## src/rtl/lpr_pkg.sv

```systemverilog
`timescale 1ns / 1ps
// ----------------------------------------------------------------------------
// lpr_pkg: shared types and constants of the route lookup
// Field widths, table sizing, status and item kind codes, beat and command
// structs, and the prefix mask helper.
// ----------------------------------------------------------------------------
package lpr_pkg;

  localparam int ADDR_W     = 32;
  localparam int LEN_W      = 6;
  localparam int PORT_W     = 4;
  localparam int TTL_W      = 8;
  localparam int STATUS_W   = 3;

  localparam int MAX_ROUTES = 64;
  localparam int PORT_COUNT = 16;
  localparam int IDX_W      = (MAX_ROUTES > 1) ? $clog2(MAX_ROUTES) : 1;
  localparam int CNT_W      = $clog2(MAX_ROUTES + 1);

  localparam int QDEPTH     = 2;
  localparam int QPTR_W     = (QDEPTH > 1) ? $clog2(QDEPTH) : 1;
  localparam int QCNT_W     = $clog2(QDEPTH + 1);

  localparam logic [STATUS_W-1:0] ST_ADDED   = 3'd0;
  localparam logic [STATUS_W-1:0] ST_FORWARD = 3'd1;
  localparam logic [STATUS_W-1:0] ST_NOROUTE = 3'd2;
  localparam logic [STATUS_W-1:0] ST_TTLEXP  = 3'd3;
  localparam logic [STATUS_W-1:0] ST_FULL    = 3'd4;

  localparam logic KIND_ADD   = 1'b0;
  localparam logic KIND_ROUTE = 1'b1;

  typedef struct packed {
    logic              kind;
    logic [ADDR_W-1:0] pfx_addr;
    logic [LEN_W-1:0]  pfx_len;
    logic              has_next_hop;
    logic [ADDR_W-1:0] hop_address;
    logic [PORT_W-1:0] port_index;
    logic [ADDR_W-1:0] dst_addr;
    logic [TTL_W-1:0]  ttl_in;
  } in_item_t;

  typedef struct packed {
    logic [STATUS_W-1:0] status;
    logic [PORT_W-1:0]   out_port;
    logic [ADDR_W-1:0]   out_next_hop;
    logic [TTL_W-1:0]    ttl_out;
  } out_item_t;

  // One stored route, with its match mask worked out at add time.
  typedef struct packed {
    logic [ADDR_W-1:0] prefix;
    logic [ADDR_W-1:0] mask;
    logic [LEN_W-1:0]  length;
    logic              hop_valid;
    logic [ADDR_W-1:0] hop;
    logic [PORT_W-1:0] port;
  } route_entry_t;

  typedef struct packed {
    logic              is_route;
    route_entry_t      entry;
    logic [ADDR_W-1:0] dst;
    logic [TTL_W-1:0]  ttl;
  } cmd_t;

  // Queue occupancy as seen by the producer and the consumer.
  typedef struct packed {
    logic full;
    logic valid;
  } q_status_t;

  // Mask of the leading len bits; len is already clamped to ADDR_W.
  function automatic logic [ADDR_W-1:0] prefix_mask(input logic [LEN_W-1:0] len);
    logic [ADDR_W-1:0] m;
    if (len == '0) begin
      m = '0;
    end else begin
      m = {ADDR_W{1'b1}} << (LEN_W'(ADDR_W) - len);
    end
    return m;
  endfunction

endpackage

```

## src/rtl/lpr_queue.sv

```systemverilog
`timescale 1ns / 1ps
// ----------------------------------------------------------------------------
// lpr_queue: command queue between front and lookup engine
// A small in-order queue of classified commands, so that input and result
// sides stall independently.
// ----------------------------------------------------------------------------
module lpr_queue (
  input  logic               clk,
  input  logic               rst_n,
  input  logic               push,
  input  lpr_pkg::cmd_t      push_cmd,
  input  logic               pop,
  output lpr_pkg::cmd_t      pop_cmd,
  output lpr_pkg::q_status_t status
);
  import lpr_pkg::*;

  cmd_t              slot_r [QDEPTH];
  logic [QPTR_W-1:0] wr_ptr_r, wr_ptr_nxt;
  logic [QPTR_W-1:0] rd_ptr_r, rd_ptr_nxt;
  logic [QCNT_W-1:0] count_r, count_nxt;

  function automatic logic [QPTR_W-1:0] ptr_inc(input logic [QPTR_W-1:0] p);
    logic [QPTR_W-1:0] n;
    if (p == QPTR_W'(QDEPTH - 1)) begin
      n = '0;
    end else begin
      n = p + QPTR_W'(1);
    end
    return n;
  endfunction

  assign status.full  = (count_r == QCNT_W'(QDEPTH));
  assign status.valid = (count_r != '0);
  assign pop_cmd      = slot_r[rd_ptr_r];

  always_comb begin
    wr_ptr_nxt = push ? ptr_inc(wr_ptr_r) : wr_ptr_r;
    rd_ptr_nxt = pop ? ptr_inc(rd_ptr_r) : rd_ptr_r;
    count_nxt  = count_r;
    if (push && !pop) begin
      count_nxt = count_r + QCNT_W'(1);
    end else if (pop && !push) begin
      count_nxt = count_r - QCNT_W'(1);
    end
  end

  always_ff @(posedge clk) begin
    if (!rst_n) begin
      wr_ptr_r <= '0;
      rd_ptr_r <= '0;
      count_r  <= '0;
    end else begin
      wr_ptr_r <= wr_ptr_nxt;
      rd_ptr_r <= rd_ptr_nxt;
      count_r  <= count_nxt;
    end
  end

  always_ff @(posedge clk) begin
    if (push) begin
      slot_r[wr_ptr_r] <= push_cmd;
    end
  end

endmodule

```

## config.mk

```make
export PLATFORM = sky130hd
export DESIGN_NAME = lpr_queue
export DESIGN_NICKNAME = d
export VERILOG_FILES = /design/src/rtl/lpr_pkg.sv /design/src/rtl/lpr_queue.sv
export SDC_FILE = /design/constraint.sdc
export NUM_CORES = 1
export LEC_CHECK = 0
export BUFFER_PORTS_ARGS = -buffer_cell sky130_fd_sc_hd__buf_4
export CAP_MARGIN = 5
export CORE_UTILIZATION = 35
export DETAILED_ROUTE_END_ITERATION = 16
export HOLD_SLACK_MARGIN = 0.1
export PLACE_DENSITY = 0.62
export SLEW_MARGIN = 30
export SYNTH_ARGS = -nofsm -noshare
export SYNTH_HDL_FRONTEND = slang
export SYNTH_SLANG_ARGS = --single-unit
```

## constraint.sdc

```tcl
create_clock -name clk -period 12.97 [get_ports clk]
set_clock_uncertainty 0.2 [all_clocks]
set_input_delay 1.297 -clock clk [delete_from_list [all_inputs] [get_ports clk]]
set_output_delay 1.297 -clock clk [all_outputs]
set_load 0.005 [all_outputs]
```

# After elaboration in Yosys (flattened, before gate mapping)
# Memories as Yosys holds them, arrays and structs flattened. A register that Yosys moved wholly into a read port is not among the register bits.
# Cells that the tools add are included.
[totals]
register_bits = 4
ram_bits = 296
inputBits = 152
memories = 1
[memory_table]
columns = ["name", "depth", "word_bits", "rd", "rd_clocked_by_memory_dff", "wr", "line", "source"]
rows = [
  ["slot_r", 2, 148, 1, 1, 1, "lpr_queue.sv:18", "cmd_t slot_r [QDEPTH];"],
]
[op_classes]
addsub = 4
eq_ne = 1
mux = 8
n_reduce_logical = 6
[ops]
columns = ["op", "n"]
rows = [
  ["1-bit 2-to-1 mux", 6],
  ["2-bit 2-to-1 mux", 2],
  ["2-bit nonzero test", 2],
  ["1-bit adder, second input constant", 2],
  ["2-bit by 1-bit adder with 2-bit output, second input constant", 1],
  ["2-bit equality test, second input constant", 1],
  ["1-bit logical AND", 2],
  ["1-bit logical NOT", 2],
  ["2-bit by 1-bit subtractor with 2-bit output, second input constant", 1],
]

# Longest topological paths before layout
[depth]
word_depth = 4
ltp_mapped = 5
ltp_nobuf = 5

# Least setup slack after synthesis
# No wires, ideal clock.
[synth_timing]
kind = "input -> register"
start = "input port push"
end = "memory slot_r[0][0] (netlist name) (enable)"
setup_time_ps = 675
arrival_ps = 7730
required_ps = 12095
setup_slack_ps = 4365
cell_stages = 1
path_buffers = 0
cell_sequence = "nor2b_1"
[synth_between]
elab_chain_len = 2
[synth_lines]
columns = ["item", "line", "source"]
rows = [
  ["start: declaration", "lpr_queue.sv:10", "input logic push,"],
  ["1-bit 2-to-1 mux", "lpr_queue.sv:61", "if (push) begin"],
  ["1-bit 2-to-1 mux (implied by the code)", "lpr_queue.sv:62", "slot_r[wr_ptr_r] <= push_cmd;"],
  ["end: declaration", "lpr_queue.sv:18", ""],
]
# Every way passes these cells.

==> metrics.md <==
| Metric | Value |
|---|---|
| CP Cell Sequence | `buf_4, mux2_2, buf_4` |
| Slew @ Worst Pin | `0.835 ns` |
| Met1 Wirelength | `8750 µm` |
| Area grow syn2layout | `33.5%` |
| Storage element area | `0.00899 mm²` |
| Syn Std Cell Area | `0.0109 mm²` |
| Routed met2 length | `10300 µm` |
| Total Routing Usage GR | `12.7%` |
| Buf+Inv Stages, Crit Path | `2` |
| Final period util | `30.0%` |
| Clock share of power | `38.8%` |
| Sequential fraction of the synthesis area | `82.2%` |
| Initial DRC count | `232` |
| Post-synthesis adder-cell area fraction | `0.114%` |
| Power Total | `2.24 mW` |
| Slowest cell on the critical path | `buf_4` |
| Skew-Pair Late Insertion Delay | `0.55 ns` |
| Yosys top cell by area | `edfxtp_1` |
| Initial Util | `35.7%` |
| Routed met3 length | `2110 µm` |
| Vias in the first global route | `5673` |
| Startpoint Class | `register` |
| Critical path arrival | `2.39 ns` |
| Final wirelength | `21600 µm` |
| Placed Instances | `1169` |
| GR Overflow Total | `0` |
| Reg2reg setup slack | `10.16 ns` |
| Seq cells post-synth | `301` |
| Data required, critical path | `11.47 ns` |
| Total Die Area | `0.0320 mm²` |
| CP endpoint kind | `output pin` |
| Share of power burned in registers | `50.8%` |
| Max-Cap Viols | `0` |
| Largest net degree at the start of global routing | `74` |
| RSZ-0062 raised after global routing | `no` |
| Die H | `179 µm` |
| Multi-input combinational cell area | `0.00179 mm²` |
| Top cell type's share of synthesized area | `81.3%` |
| Post-Synth Simple-Gate Area | `0.538%` |
| Sw power | `0.461 mW` |
| Num rows | `64` |
| Largest family of logic cells by synthesized area | `multiplexers` |
| CTS H-tree depth | `1` |
| Initial antenna violation count | `0` |
| Clock sinks | `301` |
| Slew Viols, Final | `0` |
| CTS Hold Bufs | `0` |
| Most frequent cells in the layout | `buf_4 (304), edfxtp_1 (296), mux2_2 (148), clkbuf_16 (31), clkinv_1 (9)` |
| DR vias | `5429` |
| Max frequency | `257 MHz` |
| Boundary pin count | `302` |
| Top sig layer | `met4` |
| Final Hold Viols | `0` |
| Pleak | `5.40 nW` |
| P per Cell Area | `153 mW/mm²` |
| EDFF count, synth | `296` |
| Wire per inst | `17.6 µm` |
| XOR/XNOR Fraction of Synth Area | `0.240%` |
| # setup viols final | `0` |
| TritonCTS clock tree | `yes` |
| Crit path max fanout | `59` |
| Antenna viol nets, final | `0` |
| Synth async-reset ratio | `0%` |
| Final TNS setup | `0 ns` |
| DRC | `0` |
| Crit path max-delay family | `buffers and inverters` |
| Minimum clock period | `3.89 ns` |
| Synth Area in Compound Gates | `0.183%` |
| Core area | `0.0307 mm²` |
| Hold Path Class | `register to register` |
| CTS Buffer Depth | `3` |
| Post-synth cell types | `18` |
| Mux contribution to synthesized area | `15.2%` |
| Post-route insts no fill | `1227` |
| Final net count | `959` |
| Total CTS buffers | `31` |
| CTS resizes | `0` |
| Filler instances | `2636` |
| Port-buffer cells | `301` |
| Post-synthesis cell count | `482` |
| Worst setup path category | `register to output pin` |
| Combinational group share of total power | `10.4%` |
| Most frequent cell on the critical path | `buf_4` |
| Reg clk slew, reported paths | `0.06 ns` |
| Drt pass-1 iters | `4` |
| Synth warn | `0` |
| Post-layout util | `47.6%` |
| Final hold slack | `0.320 ns` |
| Syn nets | `635` |
| Chip Width | `179 µm` |
| Synth area leaders | `edfxtp_1 (81%), mux2_2 (15%), buf_6 (1.2%)` |
| Pint | `1.78 mW` |
| Max_slew headroom | `44.3%` |
| Vias/cell | `4.42` |
| CTS Root Cell | `clkbuf_16` |
| Dominant synthesized flop cell | `edfxtp_1` |
| Hpwl dp | `13700 µm` |
| Fraction of power spent switching nets | `20.6%` |
| Avg Inst Size Synth | `22.7 µm²` |
| VDD IR max | `0.0860 mV` |
| Diode count | `0` |
| Critical path's largest stage delay | `0.70 ns` |
| Share of cells above drive strength 1 | `60.4%` |
| Commonest non-fill, non-tap cell in the layout | `buf_4` |
| Status | `complete, no violations` |
| Post-CTS setup repair buffer count | `0` |
| First-pass GRT wire length | `31100 µm` |
| Placer Congestion | `0.687` |
sequential cells by signal, summed over array words and instances (netlist names), named ones only:
| register | count |
|---|---|
| slot_r | 296 |
| count_r | 2 |
| rd_ptr_r | 1 |
| wr_ptr_r | 1 |
cell type report:
cell class / count / area share (%)
tap: 396 / 3.39
sequential: 301 / 61.6
timing repair buffer: 307 / 15.9
multi-input combinational: 164 / 12.3
inverter: 1 / 0.0257
clock inverter: 20 / 1.35
clock buffer: 38 / 5.49
power groups by stage:
stage	combinational (mW)	clock (mW)	sequential, mW
2_1_floorplan	0.107	0	1.16
3_3_place_gp	0.236	0	1.16
3_5_place_dp	0.238	0	1.16
4_1_cts	0.239	0.893	1.14
5_1_grt	0.254	0.925	1.14
6_report	0.233	0.868	1.14
cell families after synthesis:
logic type / count (synthesis)
AOI/OAI and AO/OA: 3
xor gates and xnor gates: 3
adders and majority gates: 1
buffers and inverters: 17
DFF: 301
muxes: 148
and+or+nand+nor: 9
metal layers:
layer / up-vias / global-route usage [%]
met5: - / 0
met4: 0 / 3.71
met3: 38 / 4.83
met2: 205 / 21.2
met1: 2618 / 15.2
li1: 2568 / -
worst reg2reg max path, stage by stage, from the launching register on:
cell	delay, ns
dfxtp_1	0.39
and2_4	0.39
buf_4	0.67
buf_6	0.67
stage by stage:
step / worst slack, ns / cell area (µm²)
after floorplan: 4.36 / 10900
after global placement: 8.88 / 13600
after detailed placement: 9.14 / 13600
after CTS: 9.02 / 14600
after global routing: 8.96 / 14600
final: 9.08 / 14600
cell usage after synthesis (2+ instances only):
cell type and instances:
nor2b_1 2, mux2_2 148, buf_4 2, buf_2 2, edfxtp_1 296, buf_6 12, and2_1 4, xor2_1 2
dfxtp_1 5
worst paths after layout:
path	startpoint	endpoint	cells past startpoint
worst max register to register	wr_ptr_r	slot_r[1][17]	3
worst min register to register	count_r[1]	count_r[1]	2
worst min-delay path	count_r[1]	count_r[1]	2
worst max-delay path	register	pop_cmd[62]	3
Power figures use the tool's default switching activity.
