--- src/rtl/lpr_pkg.sv ---
`timescale 1ns / 1ps
// ----------------------------------------------------------------------------
// lpr_pkg: shared types and constants of the route lookup
// Field widths, table sizing, status and item kind codes, beat and command
// structs, and the prefix mask helper.
// ----------------------------------------------------------------------------
package lpr_pkg;

  localparam int ADDR_W     = 32;
  localparam int LEN_W      = 6;
  localparam int PORT_W     = 4;
  localparam int TTL_W      = 8;
  localparam int STATUS_W   = 3;

  localparam int MAX_ROUTES = 64;
  localparam int PORT_COUNT = 16;
  localparam int IDX_W      = (MAX_ROUTES > 1) ? $clog2(MAX_ROUTES) : 1;
  localparam int CNT_W      = $clog2(MAX_ROUTES + 1);

  localparam int QDEPTH     = 2;
  localparam int QPTR_W     = (QDEPTH > 1) ? $clog2(QDEPTH) : 1;
  localparam int QCNT_W     = $clog2(QDEPTH + 1);

  localparam logic [STATUS_W-1:0] ST_ADDED   = 3'd0;
  localparam logic [STATUS_W-1:0] ST_FORWARD = 3'd1;
  localparam logic [STATUS_W-1:0] ST_NOROUTE = 3'd2;
  localparam logic [STATUS_W-1:0] ST_TTLEXP  = 3'd3;
  localparam logic [STATUS_W-1:0] ST_FULL    = 3'd4;

  localparam logic KIND_ADD   = 1'b0;
  localparam logic KIND_ROUTE = 1'b1;

  typedef struct packed {
    logic              kind;
    logic [ADDR_W-1:0] pfx_addr;
    logic [LEN_W-1:0]  pfx_len;
    logic              has_next_hop;
    logic [ADDR_W-1:0] hop_address;
    logic [PORT_W-1:0] port_index;
    logic [ADDR_W-1:0] dst_addr;
    logic [TTL_W-1:0]  ttl_in;
  } in_item_t;

  typedef struct packed {
    logic [STATUS_W-1:0] status;
    logic [PORT_W-1:0]   out_port;
    logic [ADDR_W-1:0]   out_next_hop;
    logic [TTL_W-1:0]    ttl_out;
  } out_item_t;

  // One stored route, with its match mask worked out at add time.
  typedef struct packed {
    logic [ADDR_W-1:0] prefix;
    logic [ADDR_W-1:0] mask;
    logic [LEN_W-1:0]  length;
    logic              hop_valid;
    logic [ADDR_W-1:0] hop;
    logic [PORT_W-1:0] port;
  } route_entry_t;

  typedef struct packed {
    logic              is_route;
    route_entry_t      entry;
    logic [ADDR_W-1:0] dst;
    logic [TTL_W-1:0]  ttl;
  } cmd_t;

  // Queue occupancy as seen by the producer and the consumer.
  typedef struct packed {
    logic full;
    logic valid;
  } q_status_t;

  // Mask of the leading len bits; len is already clamped to ADDR_W.
  function automatic logic [ADDR_W-1:0] prefix_mask(input logic [LEN_W-1:0] len);
    logic [ADDR_W-1:0] m;
    if (len == '0) begin
      m = '0;
    end else begin
      m = {ADDR_W{1'b1}} << (LEN_W'(ADDR_W) - len);
    end
    return m;
  endfunction

endpackage

--- src/rtl/lpr_front.sv ---
`timescale 1ns / 1ps
// ----------------------------------------------------------------------------
// lpr_front: input side of the route lookup
// Takes input beats while the command queue has room, clamps the prefix
// length, reduces the port, builds the match mask and pushes one command.
// ----------------------------------------------------------------------------
module lpr_front (
  input  logic              in_valid,
  output logic              in_ready,
  input  lpr_pkg::in_item_t in_data,
  input  lpr_pkg::q_status_t q_status,
  output logic              q_push,
  output lpr_pkg::cmd_t     q_cmd
);
  import lpr_pkg::*;

  logic [LEN_W-1:0] len_clamped;

  assign in_ready = ~q_status.full;
  assign q_push   = in_valid & in_ready;

  always_comb begin
    if (in_data.pfx_len > LEN_W'(ADDR_W)) begin
      len_clamped = LEN_W'(ADDR_W);
    end else begin
      len_clamped = in_data.pfx_len;
    end
  end

  always_comb begin
    q_cmd.is_route        = (in_data.kind == KIND_ROUTE);
    q_cmd.entry.prefix    = in_data.pfx_addr;
    q_cmd.entry.mask      = prefix_mask(len_clamped);
    q_cmd.entry.length    = len_clamped;
    q_cmd.entry.hop_valid = in_data.has_next_hop;
    q_cmd.entry.hop       = in_data.hop_address;
    q_cmd.entry.port      = PORT_W'(int'(in_data.port_index) % PORT_COUNT);
    q_cmd.dst             = in_data.dst_addr;
    q_cmd.ttl             = in_data.ttl_in;
  end

endmodule

--- config.mk ---
export PLATFORM = sky130hd
export DESIGN_NAME = lpr_front
export DESIGN_NICKNAME = d
export VERILOG_FILES = /design/src/rtl/lpr_pkg.sv /design/src/rtl/lpr_front.sv
export SDC_FILE = /design/constraint.sdc
export NUM_CORES = 1
export LEC_CHECK = 0
export BUFFER_PORTS_ARGS = -buffer_cell sky130_fd_sc_hd__buf_2
export CORE_AREA = 2 2 106 108
export DETAILED_ROUTE_END_ITERATION = 10
export DIE_AREA = 0 0 108 110
export PLACE_DENSITY = 0.52
export SLEW_MARGIN = 20
export SYNTH_ARGS = -nofsm -noshare
export SYNTH_HDL_FRONTEND = slang
export SYNTH_SLANG_ARGS = --single-unit
--- constraint.sdc ---
create_clock -name vclk -period 2.64
set_clock_uncertainty 0.2 [all_clocks]
set_input_delay 0.132 -clock vclk [all_inputs]
set_output_delay 0.132 -clock vclk [all_outputs]
set_load 0.05 [all_outputs]
# Word-level counts from Yosys, hierarchy flattened

Index checks and enable logic that the tools add are counted.

Register bits after elaboration: 0
Latch bits: 0
Memory bits (writable): 0
Memory bits (read-only): 0
Input bits: 119
Output and inout bits: 150
Word-level logic and storage cells: 8
Memories: 0

$add $sub $neg: 1
$mul: 0
Div/mod/pow operators: 0
$lt $le $gt $ge: 1
Eq/ne operators: 0
Shifts and indexed selects: 1
Multiplexer cells: 2
Bitwise operators: 2
Reductions and logical operators: 1

Operator list:

| operator              | number |
|---|---|
| $mux 32               | 1 |
| $shl 32x6->32 const A | 1 |
| $gt 6x6->1 const B    | 1 |
| $logic_not 6->1       | 1 |
| $mux 6                | 1 |
| $sub 6x6->6 const A   | 1 |
| $and 1x1->1           | 1 |
| $not 1->1             | 1 |

# Depth between registers and ports, before layout

Gate-level depths: netlist of the first run.

Depth after elaboration: 5
Mapped depth: 9
Gate-level depth less buffers: 8

# Worst setup path before layout of the first run

Ideal clock, no wire load.

Path type: in2out
From: in in_data[82] (netlist bit)
To: out q_cmd[83] (netlist bit)
Arrival time: 3.341 ns
Required time: 2.308 ns
Slack: -1.033 ns
Stages: 9
Path buffers: 3
Cells stage by stage: buf_2 -> nor2b_1 -> inv_1 -> ha_1 -> o21a_1 -> or2_0 -> buf_2 -> buf_6 -> nor3_1

RTL lines:

| item        | line            | RTL |
|---|---|---|
| from (decl) | lpr_front.sv:10 | `input lpr_pkg::in_item_t in_data,` |
| to (decl)   | lpr_front.sv:13 | `output lpr_pkg::cmd_t q_cmd` |

==> Implementation_results.wiki, run 1 <==
{| class="wikitable"
! Metric !! Value
|-
| Outcome || complete, no violations
|-
| Peak ir drop on the vdd network || 0.0000945 V
|-
| Sequential fraction of the synthesis area || 0
|-
| Final Cycle Share || 0.875
|-
| Number of instances resized during post-cts repair || 0
|-
| Max Freq || 0.433 GHz
|-
| DRT antenna net count || 0
|-
| Most repeated cell in the gate-level netlist after synthesis || buf_4
|-
| Average footprint of a synthesized cell || 6.93 um^2
|-
| Overall via count from detail_route || 833
|-
| Slew Viols, Final || 0
|-
| Via count of the first global-routing pass || 739
|-
| Vias per Instance || 3.16
|-
| Largest net degree at the start of global routing || 20
|-
| Final setup vio count || 0
|-
| Placement Rows || 38
|-
| Transition time at the pin with the least slew margin || 446 ps
|-
| Ranking of synthesized cells by area || buf_4 (65%), ha_1 (4.9%), o21ai_0 (3.5%), nor3_1 (3.1%), nor2b_1 (2.4%)
|-
| Critical path capture point type || output port
|-
| Die extent in x || 108 um
|-
| Max transition margin || 0.702
|-
| LEAKAGE || 0.409 nW
|-
| Synth unique cells || 24
|-
| Final design instance area without fill || about 950 um^2
|-
| HPWL reported at the end of detailed placement || approximately 3000 um
|-
| Post-CTS Setup Bufs || 0
|-
| Max-cap violation count || 0
|-
| Data arrival time at the worst-slack endpoint || 1980 ps
|-
| Sequential cell count || 0
|-
| Number of optimization iterations in the first detailed-route pass || 4
|-
| Starting utilization of the core area || 0.120
|-
| Global-route wire length before repair || about 4600 um
|-
| Worst hold path stage count || 0
|-
| Final instance count without filler cells || ~260
|-
| Design Power || 379 uW
|-
| Clock buffer count in the final layout || 0
|-
| Sequential cell area || 0 um^2
|-
| Data required, critical path || 2310 ps
|-
| Cell count after placement || 264
|-
| Num ports || 269
|-
| Setup repair after global routing missed its margin || no
|-
| Port-buffer cells || 48
|-
| Number of DRC markers in iteration 0 || 44
|-
| Area growth from synthesis to layout || -25.9%
|-
| Final core occ || 0.0889
|-
| Final hold viol count || 0
|-
| Classification of the worst-slack hold path || input port to output port
|-
| Synth top cells by count || buf_4 (111), o21ai_0 (9), nor3_1 (8), inv_1 (7), nor2_1 (6)
|-
| Initial antenna violation count || 1
|-
| Critical Path Fanout Max || 7
|-
| Layout net count || 250
|-
| Kind of start point of the critical path || input port
|-
| Path type of the worst setup path || input port to output port
|-
| Power density cells || around 400 nW/um^2
|-
| Hold buffers post-CTS || 0
|-
| Shortest clock period the worst path allows after layout || 2310 ps
|-
| ANT cells || 0
|-
| Gr ovfl total || 0
|-
| Residual DRC count || 0
|-
| Post-synthesis cell count || 185
|-
| Area of the core region || 10700 um^2
|-
| Combined global-route utilization of all metal layers || 0.0516
|-
| Cell accounting for the most synthesized area || buf_4
|-
| Placed instance area || around 950 um^2
|-
| Height of the chip || 110 um
|-
| Average wire per standard cell || 13.4 um
|-
| Net count after synthesis || ~310
|-
| Synth Cell Area || 1280 um^2
|-
| Final weighted congestion in routability-driven placement || 0.625
|-
| Area enclosed by the die boundary || 11900 um^2
|-
| Layout cells sized above 1 || 0.565
|-
| Filler cells || between 1000 and 1500
|-
| Yosys warns || 0
|-
| Yosys top cell area share || 0.650
|-
| Total wirelength of the detailed-routed design || 3540 um
|}
## cell families (layout without fill, tap and decap cells)
logic type                 after synthesis  after routing  share of synthesized area
and+or+nand+nor                         32             32                      0.136
adders and majority gates                5              5                     0.0488
AOI/OAI and AO/OA                       23             23                      0.110
buffers and inverters                  125             64                      0.705
## report_power, final
| part | switching (mW) | total (mW) | internal [mW] | leakage, nW |
|---|---|---|---|---|
| sequential | 0 | 0 | 0 | 0 |
| combinational | 0.291 | 0.379 | 0.0879 | 0.409 |
| clock | 0 | 0 | 0 | 0 |
## layout by cell type, fill, tap and decap left out, types with 2 or more instances in the layout
cell / n
buf_2: 48
o21ai_1: 9
inv_1: 7
buf_4: 7
nor3_2: 6
nor2_1: 5
ha_1: 5
nor2b_1: 4
a31oi_1: 4
a21oi_1: 4
nand2b_1: 3
nor4_1: 3
nand2_1: 3
o31a_1: 2
and2_1: 2
## worst max-delay path, cell delays in order
cell     delay (ps)
buf_2           130
nor2b_4         140
inv_1            70
ha_1            250
inv_2            70
ha_1            380
nor2b_1         410
a31oi_1         160
buf_2           240
## per-stage QoR
stage | setup slack (ps) | hold WS, ps | TNS [ps]
floorplan | -118 | 229 | -1220
global placement | 341 | 64.3 | 0
detailed placement | 264 | 64.3 | 0
CTS | 266 | 64.3 | 0
global route | 123 | 64.1 | 0
finish | 331 | 64.0 | 0
## metal layers
metal  up-vias  GRT usage  wire [um]
li1        357          -          -
met1       352     0.0436       1020
met2        66     0.0777       1470
met3        56     0.0247        553
met4         2     0.0714        481
met5         -          0         13
## layout make-up
cell class / instances / area, um^2 / share of cell area
multi-input cells: 60 / 433 / 0.455
well taps: 140 / 175 / 0.184
repair buffers: 56 / 313 / 0.329
inverters: 8 / 30.0 / 0.0316
## final timing paths
check,slack (ps),end,startpoint
worst max-delay path,330,q_cmd[113],in_data[77]
worst min-delay path,60,q_cmd[121],in_data[89]
Note: power is estimated with default switching activity, not from simulation.
==> run 2, diff against run 1 <==
- CORE_AREA: 2 2 106 108 -> 2 2 104 106
- DIE_AREA: 0 0 108 110 -> 0 0 106 108
- PLACE_DENSITY: 0.52 -> 0.55
- clock period: 2.64 -> 1.9 ns (I/O delays scaled with it)
==> run 2 against run 1 <==
Compared with the run above:
- synthesized cell count unchanged
- area after synthesis did not move
- the flow now stops in clock tree synthesis
==> Implementation_results.wiki, run 2 <==
{| class="wikitable"
! Metric !! Value
|-
| Final weighted congestion in routability-driven placement || 0.656 (+5.0%)
|-
| Yosys top cell area share || 0.650 (unchanged)
|-
| Yosys warns || 0 (unchanged)
|-
| Sequential fraction of the synthesis area || 0 (unchanged)
|-
| Synth unique cells || 24 (unchanged)
|-
| Cell accounting for the most synthesized area || buf_4
|-
| Port-buffer cells || 48 (unchanged)
|-
| Hold buffers post-CTS || 101 (+101)
|-
| Stage where the flow stopped || clock tree synthesis
|-
| HPWL reported at the end of detailed placement || 2970 um (-1.5%)
|-
| Net count after synthesis || 309 (unchanged)
|-
| Height of the chip || 108 um (-1.8%)
|-
| Starting utilization of the core area || 0.125 (+0.00547)
|-
| Synth Cell Area || 1280 um^2 (unchanged)
|-
| Ranking of synthesized cells by area || buf_4 (65%), ha_1 (4.9%), o21ai_0 (3.5%), nor3_1 (3.1%), nor2b_1 (2.4%)
|-
| Placed instance area || 1300 um^2 (+36%)
|-
| Num ports || 269 (unchanged)
|-
| Number of instances resized during post-cts repair || 57 (+57)
|-
| Most repeated cell in the gate-level netlist after synthesis || buf_4
|-
| First error message || [ERROR RSZ-0060] Max buffer count reached.
|-
| Average footprint of a synthesized cell || 6.93 um^2 (unchanged)
|-
| Die extent in x || 106 um (-1.9%)
|-
| Outcome || aborted with a tool error
|-
| Placement Rows || 37 (-2.6%)
|-
| Post-synthesis cell count || 185 (unchanged)
|-
| Post-CTS Setup Bufs || 3 (+3)
|-
| Synth top cells by count || buf_4 (111), o21ai_0 (9), nor3_1 (8), inv_1 (7), nor2_1 (6)
|-
| Worst setup slack after placement || -377 ps (-641 ps)
|}
## run 2: cells by family after synthesis
| group | after synthesis | synth area share |
|---|---|---|
| AO/OA/AOI/OAI | 23 | 0.110 |
| buffers and inverters | 125 | 0.705 |
| AND/OR/NAND/NOR | 32 | 0.136 |
| adder cells (fa/ha/maj) | 5 | 0.0488 |
## run 2: through the flow
stage	TNS, ps	instances
3_3_place_gp	-4960	276
2_1_floorplan	-10290	185
3_5_place_dp	-5450	276
==> run 3, diff against run 2 <==
- CORE_AREA: 2 2 104 106 -> 2 2 106 108
- DIE_AREA: 0 0 106 108 -> 0 0 108 110
- PLACE_DENSITY: 0.55 -> not set
- PLACE_DENSITY_LB_ADDON: not set -> 0.15
- clock period: 1.9 -> 2.45 ns (I/O delays scaled with it)
==> run 3 against run 2 <==
Compared with the run above:
- the run now ends clean
==> Implementation_results.wiki, run 3 (synthesis gave the netlist of run 1 again) <==
{| class="wikitable"
! Metric !! Value
|-
| Sequential cell area || 0 um^2
|-
| Worst hold path stage count || 0
|-
| Cell count after placement || 267 (-3.3%)
|-
| Gr ovfl total || 0
|-
| LEAKAGE || 0.459 nW
|-
| Initial antenna violation count || 0
|-
| Via count of the first global-routing pass || approximately 800
|-
| Final design instance area without fill || 1140 um^2
|-
| Final setup vio count || 0
|-
| Number of DRC markers in iteration 0 || 31
|-
| Max Freq || 0.440 GHz
|-
| Final core occ || 0.107
|-
| Num ports || 269 (unchanged)
|-
| Post-CTS Setup Bufs || 0 (-3)
|-
| Proportion of power drawn by the clock network || 0
|-
| Area of the core region || 10700 um^2
|-
| Max transition margin || 0.720
|-
| Layout net count || approximately 250
|-
| Worst Setup Slack, final || between 150 and 200 ps
|-
| Sequential cell count || 0
|-
| Combined global-route utilization of all metal layers || 0.0478
|-
| Layout cells sized above 1 || 0.740
|-
| Slew Viols, Final || 0
|-
| Design Power || 463 uW
|-
| Placement Rows || 38 (+2.7%)
|-
| Worst hold slack after final layout || 45.0 ps
|-
| Vias per Instance || a little over 3
|-
| Hold buffers post-CTS || 0 (-100%)
|-
| Setup repair after global routing missed its margin || no
|-
| Critical path capture point type || output port
|-
| Filler cells || 1255
|-
| Relative contribution of sequential cells to total power || 0
|-
| Critical Path Fanout Max || 7
|-
| Path type of the worst setup path || input port to output port
|-
| Area enclosed by the die boundary || between 10000 and 15000 um^2
|-
| ANT cells || 0
|-
| Net Sw Frac || 0.744
|-
| Pint || 119 uW
|-
| Data arrival time at the worst-slack endpoint || 1950 ps
|-
| Maximum cell stage delay along the critical path || between 300 and 400 ps
|-
| Overall via count from detail_route || about 830
|-
| Final weighted congestion in routability-driven placement || 0.689 (+5.1%)
|-
| Kind of start point of the critical path || input port
|-
| Placed instance area || 1130 um^2 (-13%)
|-
| Total wirelength of the detailed-routed design || 3310 um
|-
| Peak ir drop on the vdd network || around 0.000077 V
|-
| Shortest clock period the worst path allows after layout || 2270 ps
|-
| Area growth from synthesis to layout || -10.9%
|-
| Number of optimization iterations in the first detailed-route pass || 4
|-
| Die extent in x || 108 um (+1.9%)
|-
| Average wire per standard cell || between 10 and 15 um
|-
| Global-route wire length before repair || approximately 4400 um
|-
| Largest net degree at the start of global routing || 20
|-
| Port-buffer cells || 48 (unchanged)
|-
| Post-route setup TNS || 0 ps
|-
| Outcome || complete, no violations
|-
| Classification of the worst-slack hold path || input port to output port
|-
| Number of instances resized during post-cts repair || 0 (-100%)
|-
| Switching power || 344 uW
|-
| Starting utilization of the core area || 0.120 (-0.00547)
|-
| Final hold viol count || 0
|-
| Transition time at the pin with the least slew margin || 419 ps
|-
| Slowest stage cell, crit path || ha_1
|-
| DRT antenna net count || 0
|-
| Most Frequent Cell on Critical Path || buf_2
|-
| Height of the chip || 110 um (+1.9%)
|-
| Final Cycle Share || 0.927
|-
| Combinational fraction of design power || 1.000
|-
| Sequence of cells on the critical path || buf_2 -> nand2b_1 -> ha_4 -> inv_2 -> ha_1 -> nor2_1 -> and2_1 -> o21ai_2 -> buf_2
|-
| HPWL reported at the end of detailed placement || 2740 um (-7.6%)
|-
| Most common cell after layout, fill and taps aside || buf_2
|-
| Power density cells || 406 nW/um^2
|-
| Final instance count without filler cells || between 200 and 300
|-
| Clock buffer count in the final layout || 0
|-
| Max-cap violation count || 0
|-
| Commonest cells after routing, fill and taps aside || buf_2 (48), buf_4 (9), o21ai_2 (7), nor3_4 (7), inv_1 (6)
|-
| Data required, critical path || between 2000 and 2500 ps
|-
| Residual DRC count || 0
|-
| Worst setup slack after placement || 52.9 ps (+430 ps)
|}
[run 3: final timing paths]
| kind | slack, ps | start | to |
|---|---|---|---|
| max | 180 | in_data[82] | q_cmd[112] |
| min | 50 | in_data[89] | q_cmd[121] |
[run 3: final cells by class]
type,count,area (um^2),area share
multi-input cells,60,589,0.516
inverters,8,30.0,0.0263
well taps,140,175,0.153
repair buffers,59,348,0.304
[run 3: critical path: cells and delay by family]
family          cells  cell delay (ps)
compound gates      1               50
fa+ha+maj           2              580
simple gates        3              790
buf+inv             3              400
[run 3: layer usage]
| metal | up-vias | part of all wire | GRT usage |
|---|---|---|---|
| met2 | 65 | 0.46 | 0.0759 |
| met3 | 36 | 0.14 | 0.0218 |
| li1 | 364 | - | - |
| met5 | - | 0 | 0 |
| met1 | 360 | 0.34 | 0.0516 |
| met4 | 0 | 0.059 | 0.0311 |
[run 3: power groups by stage]
| stage | Clock [mW] | Combinational [mW] | Sequential (mW) |
|---|---|---|---|
| final | 0 | 0.463 | 0 |
| after global routing | 0 | 0.494 | 0 |
| after CTS | 0 | 0.472 | 0 |
| after detailed placement | 0 | 0.472 | 0 |
| after global placement | 0 | 0.473 | 0 |
| after floorplan | 0 | 0.845 | 0 |
==> run 4, diff against run 3 <==
- ABC_AREA: not set -> 1
- CORE_AREA: 2 2 106 108 -> 2 2 103 105
- DIE_AREA: 0 0 108 110 -> 0 0 105 107
==> run 4 against run 3 <==
Compared with the run above:
- via count rose by 36%
- die area fell by 5.4%
- cell count rose by 24%
==> Implementation_results.wiki, run 4 <==
{| class="wikitable"
! Metric !! Value
|-
| Outcome || complete, no violations
|-
| Most common cell after layout, fill and taps aside || buf_2
|-
| Yosys warns || 0 (unchanged)
|-
| Combinational fraction of design power || 1.000 (about the same)
|-
| Post-CTS Setup Bufs || 0 (unchanged)
|-
| Sequential fraction of the synthesis area || 0 (unchanged)
|-
| Average footprint of a synthesized cell || 6.10 um^2 (-12%)
|-
| Largest net degree at the start of global routing || 17 (-15%)
|-
| Post-route setup TNS || 0 ps (unchanged)
|-
| Global-route wire length before repair || 6220 um (+41%)
|-
| Number of optimization iterations in the first detailed-route pass || 3 (-1)
|-
| Height of the chip || 107 um (-2.7%)
|-
| Layout net count || 321 (+27%)
|-
| Cell accounting for the most synthesized area || buf_4
|-
| ANT cells || 0 (unchanged)
|-
| Post-synthesis cell count || 252 (+36%)
|-
| Cell count after placement || 331 (+24%)
|-
| Num ports || 269 (unchanged)
|-
| Max Freq || 0.443 GHz (+0.57%)
|-
| Sequential cell count || 0 (unchanged)
|-
| Sequential cell area || 0 um^2 (unchanged)
|-
| Switching power || 446 uW (+29%)
|-
| Transition time at the pin with the least slew margin || 533 ps (+114 ps)
|-
| LEAKAGE || 0.730 nW (+59%)
|-
| DRT antenna net count || 0 (unchanged)
|-
| Placement Rows || 37 (-2.6%)
|-
| Final hold viol count || 0 (unchanged)
|-
| Overall via count from detail_route || 1119 (+36%)
|-
| Net Sw Frac || 0.739 (-0.00484)
|-
| Peak ir drop on the vdd network || 0.0000892 V (+17%)
|-
| Starting utilization of the core area || 0.152 (+0.0324)
|-
| Kind of start point of the critical path || input port
|-
| Worst Setup Slack, final || 192 ps (+12.8 ps)
|-
| Final Cycle Share || 0.922 (-0.00521)
|-
| Net count after synthesis || 376 (+22%)
|-
| Combined area of the multi-input logic cells || 593 um^2 (+0.64%)
|-
| Relative contribution of sequential cells to total power || 0 (unchanged)
|-
| Hold Crit Start || in_data[89]
|-
| Via count of the first global-routing pass || 1181 (+48%)
|-
| Average wire per standard cell || 12.1 um (-2.3%)
|-
| Power density cells || 480 nW/um^2 (+18%)
|-
| Data required, critical path || 2130 ps (about the same)
|-
| Final setup vio count || 0 (unchanged)
|-
| Final core occ || 0.125 (+0.0178)
|-
| Area growth from synthesis to layout || -18.2%
|-
| Proportion of power drawn by the clock network || 0 (unchanged)
|-
| Pint || 158 uW (+33%)
|-
| Final instance count without filler cells || 331 (+24%)
|-
| Die extent in x || 105 um (-2.8%)
|-
| Critical Path Fanout Max || 16 (+9)
|-
| Classification of the worst-slack hold path || input port to output port
|-
| Slew Viols, Final || 0 (unchanged)
|-
| Worst setup slack after placement || -3.53 ps (-56.4 ps)
|-
| Gr ovfl total || 0 (unchanged)
|-
| Total wirelength of the detailed-routed design || 4000 um (+21%)
|-
| Final design instance area without fill || 1260 um^2 (+10%)
|-
| Most repeated cell in the gate-level netlist after synthesis || buf_4
|-
| Worst hold slack after final layout || 45.0 ps (+0.00580 ps)
|-
| Area of the core region || 10100 um^2 (-5.7%)
|-
| Number of DRC markers in iteration 0 || 9 (-71%)
|-
| Endpoint of the worst hold path || q_cmd[121]
|-
| Vias per Instance || 3.38 (+9.4%)
|-
| Design Power || 603 uW (+30%)
|-
| Path type of the worst setup path || input port to output port
|-
| Max-cap violation count || 0 (unchanged)
|-
| Ranking of synthesized cells by area || buf_4 (54%), nor2_1 (8.3%), nand2_1 (7.8%), inv_1 (7.1%), nand3_1 (5.2%)
|-
| Area enclosed by the die boundary || 11200 um^2 (-5.4%)
|-
| Synth top cells by count || buf_4 (110), nor2_1 (34), nand2_1 (32), inv_1 (29), nand3_1 (16)
|-
| Initial antenna violation count || 0 (unchanged)
|-
| Shortest clock period the worst path allows after layout || 2260 ps (-12.8 ps)
|-
| Final weighted congestion in routability-driven placement || 0.704 (+2.1%)
|-
| Data arrival time at the worst-slack endpoint || 1940 ps (about the same)
|-
| Critical path capture point type || output port
|-
| Synth Cell Area || 1540 um^2 (+20%)
|-
| Max transition margin || 0.640 (-0.0797)
|-
| Port-buffer cells || 48 (unchanged)
|-
| Worst hold path stage count || 0 (unchanged)
|-
| Clock buffer count in the final layout || 0 (unchanged)
|-
| Commonest cells after routing, fill and taps aside || buf_2 (35), nand2_1 (31), inv_1 (28)
|-
| Filler cells || 1263 (+0.64%)
|-
| Layout cells sized above 1 || 0.451 (-0.289)
|-
| Combined global-route utilization of all metal layers || 0.0684 (+0.0206)
|-
| HPWL reported at the end of detailed placement || 3390 um (+24%)
|-
| Setup repair after global routing missed its margin || no
|-
| Residual DRC count || 0 (unchanged)
|-
| Synth unique cells || 21 (-13%)
|-
| Yosys top cell area share || 0.537 (-0.112)
|-
| Placed instance area || 1180 um^2 (+4.5%)
|}
## run 4: cell count changes after synthesis, sizes merged, moves of 3 or more
cell / before / now
nand2b: 3 / 0
nand3: 0 / 16
nor2: 6 / 36
nand2: 3 / 39
nor4: 4 / 0
a31oi: 4 / 0
o21ai: 10 / 2
nor2b: 5 / 0
nor3: 8 / 0
inv: 8 / 31
## run 4: cell type report
class	instances	area share
Inverter	31	0.0945
Timing Repair Buffer	58	0.299
Multi-Input combinational cell	106	0.472
Tap cell	136	0.135
## run 4: cell families (layout without fill, tap and decap cells)
kind of cell / after synthesis / in the layout / synth area share
AO/OA/AOI/OAI: 8 / 8 / 0.0350
AND/OR/NAND/NOR: 92 / 92 / 0.261
buffers and inverters: 146 / 89 / 0.653
XOR/XNOR: 1 / 1 / 0.0106
adder cells (fa/ha/maj): 5 / 5 / 0.0407
## run 4: power groups by stage
stage / clock (mW) / sequential (mW) / combinational [mW]
finish: 0 / 0 / 0.603
detailed placement: 0 / 0 / 0.584
global route: 0 / 0 / 0.652
floorplan: 0 / 0 / 0.923
global placement: 0 / 0 / 0.585
CTS: 0 / 0 / 0.586
## run 4: worst max-delay path, cell delays in order
cell      delay [ps]
buf_2            110
nor2_2           140
nand3_1          110
nand2_2          120
nand2_1           90
ha_2             190
o21ai_2           90
inv_1             80
a21oi_1          170
nand2_2           90
nand2_4           80
nand2_4          140
nor2_1           150
clkbuf_4         250
## run 4: timing repair
action	CTS	global route
pin swaps	0	0
hold buffers	0	0
setup endpoints to repair	1	28
resized for setup	1	29
endpoints found under the hold margin	0	0
## run 4: worst max-delay path by stage
stage	from	endpoint	slack (ps)
4_1_cts	in_data[79]	q_cmd[102]	20
3_3_place_gp	in_data[79]	q_cmd[112]	30
3_5_place_dp	in_data[79]	q_cmd[112]	-4
6_report	in_data[79]	q_cmd[95]	190
5_1_grt	in_data[79]	q_cmd[96]	10
2_1_floorplan	in_data[79]	q_cmd[91]	10
## run 4: layer usage
| metal | track usage | wire [um] | vias up | share of wire |
|---|---|---|---|---|
| met1 | 0.0718 | 1490 | 460 | 0.37 |
| li1 | - | - | 536 | - |
| met5 | 0 | 0 | - | 0 |
| met3 | 0.0243 | 426 | 46 | 0.11 |
| met4 | 0.0533 | 303 | 0 | 0.076 |
| met2 | 0.112 | 1780 | 77 | 0.44 |
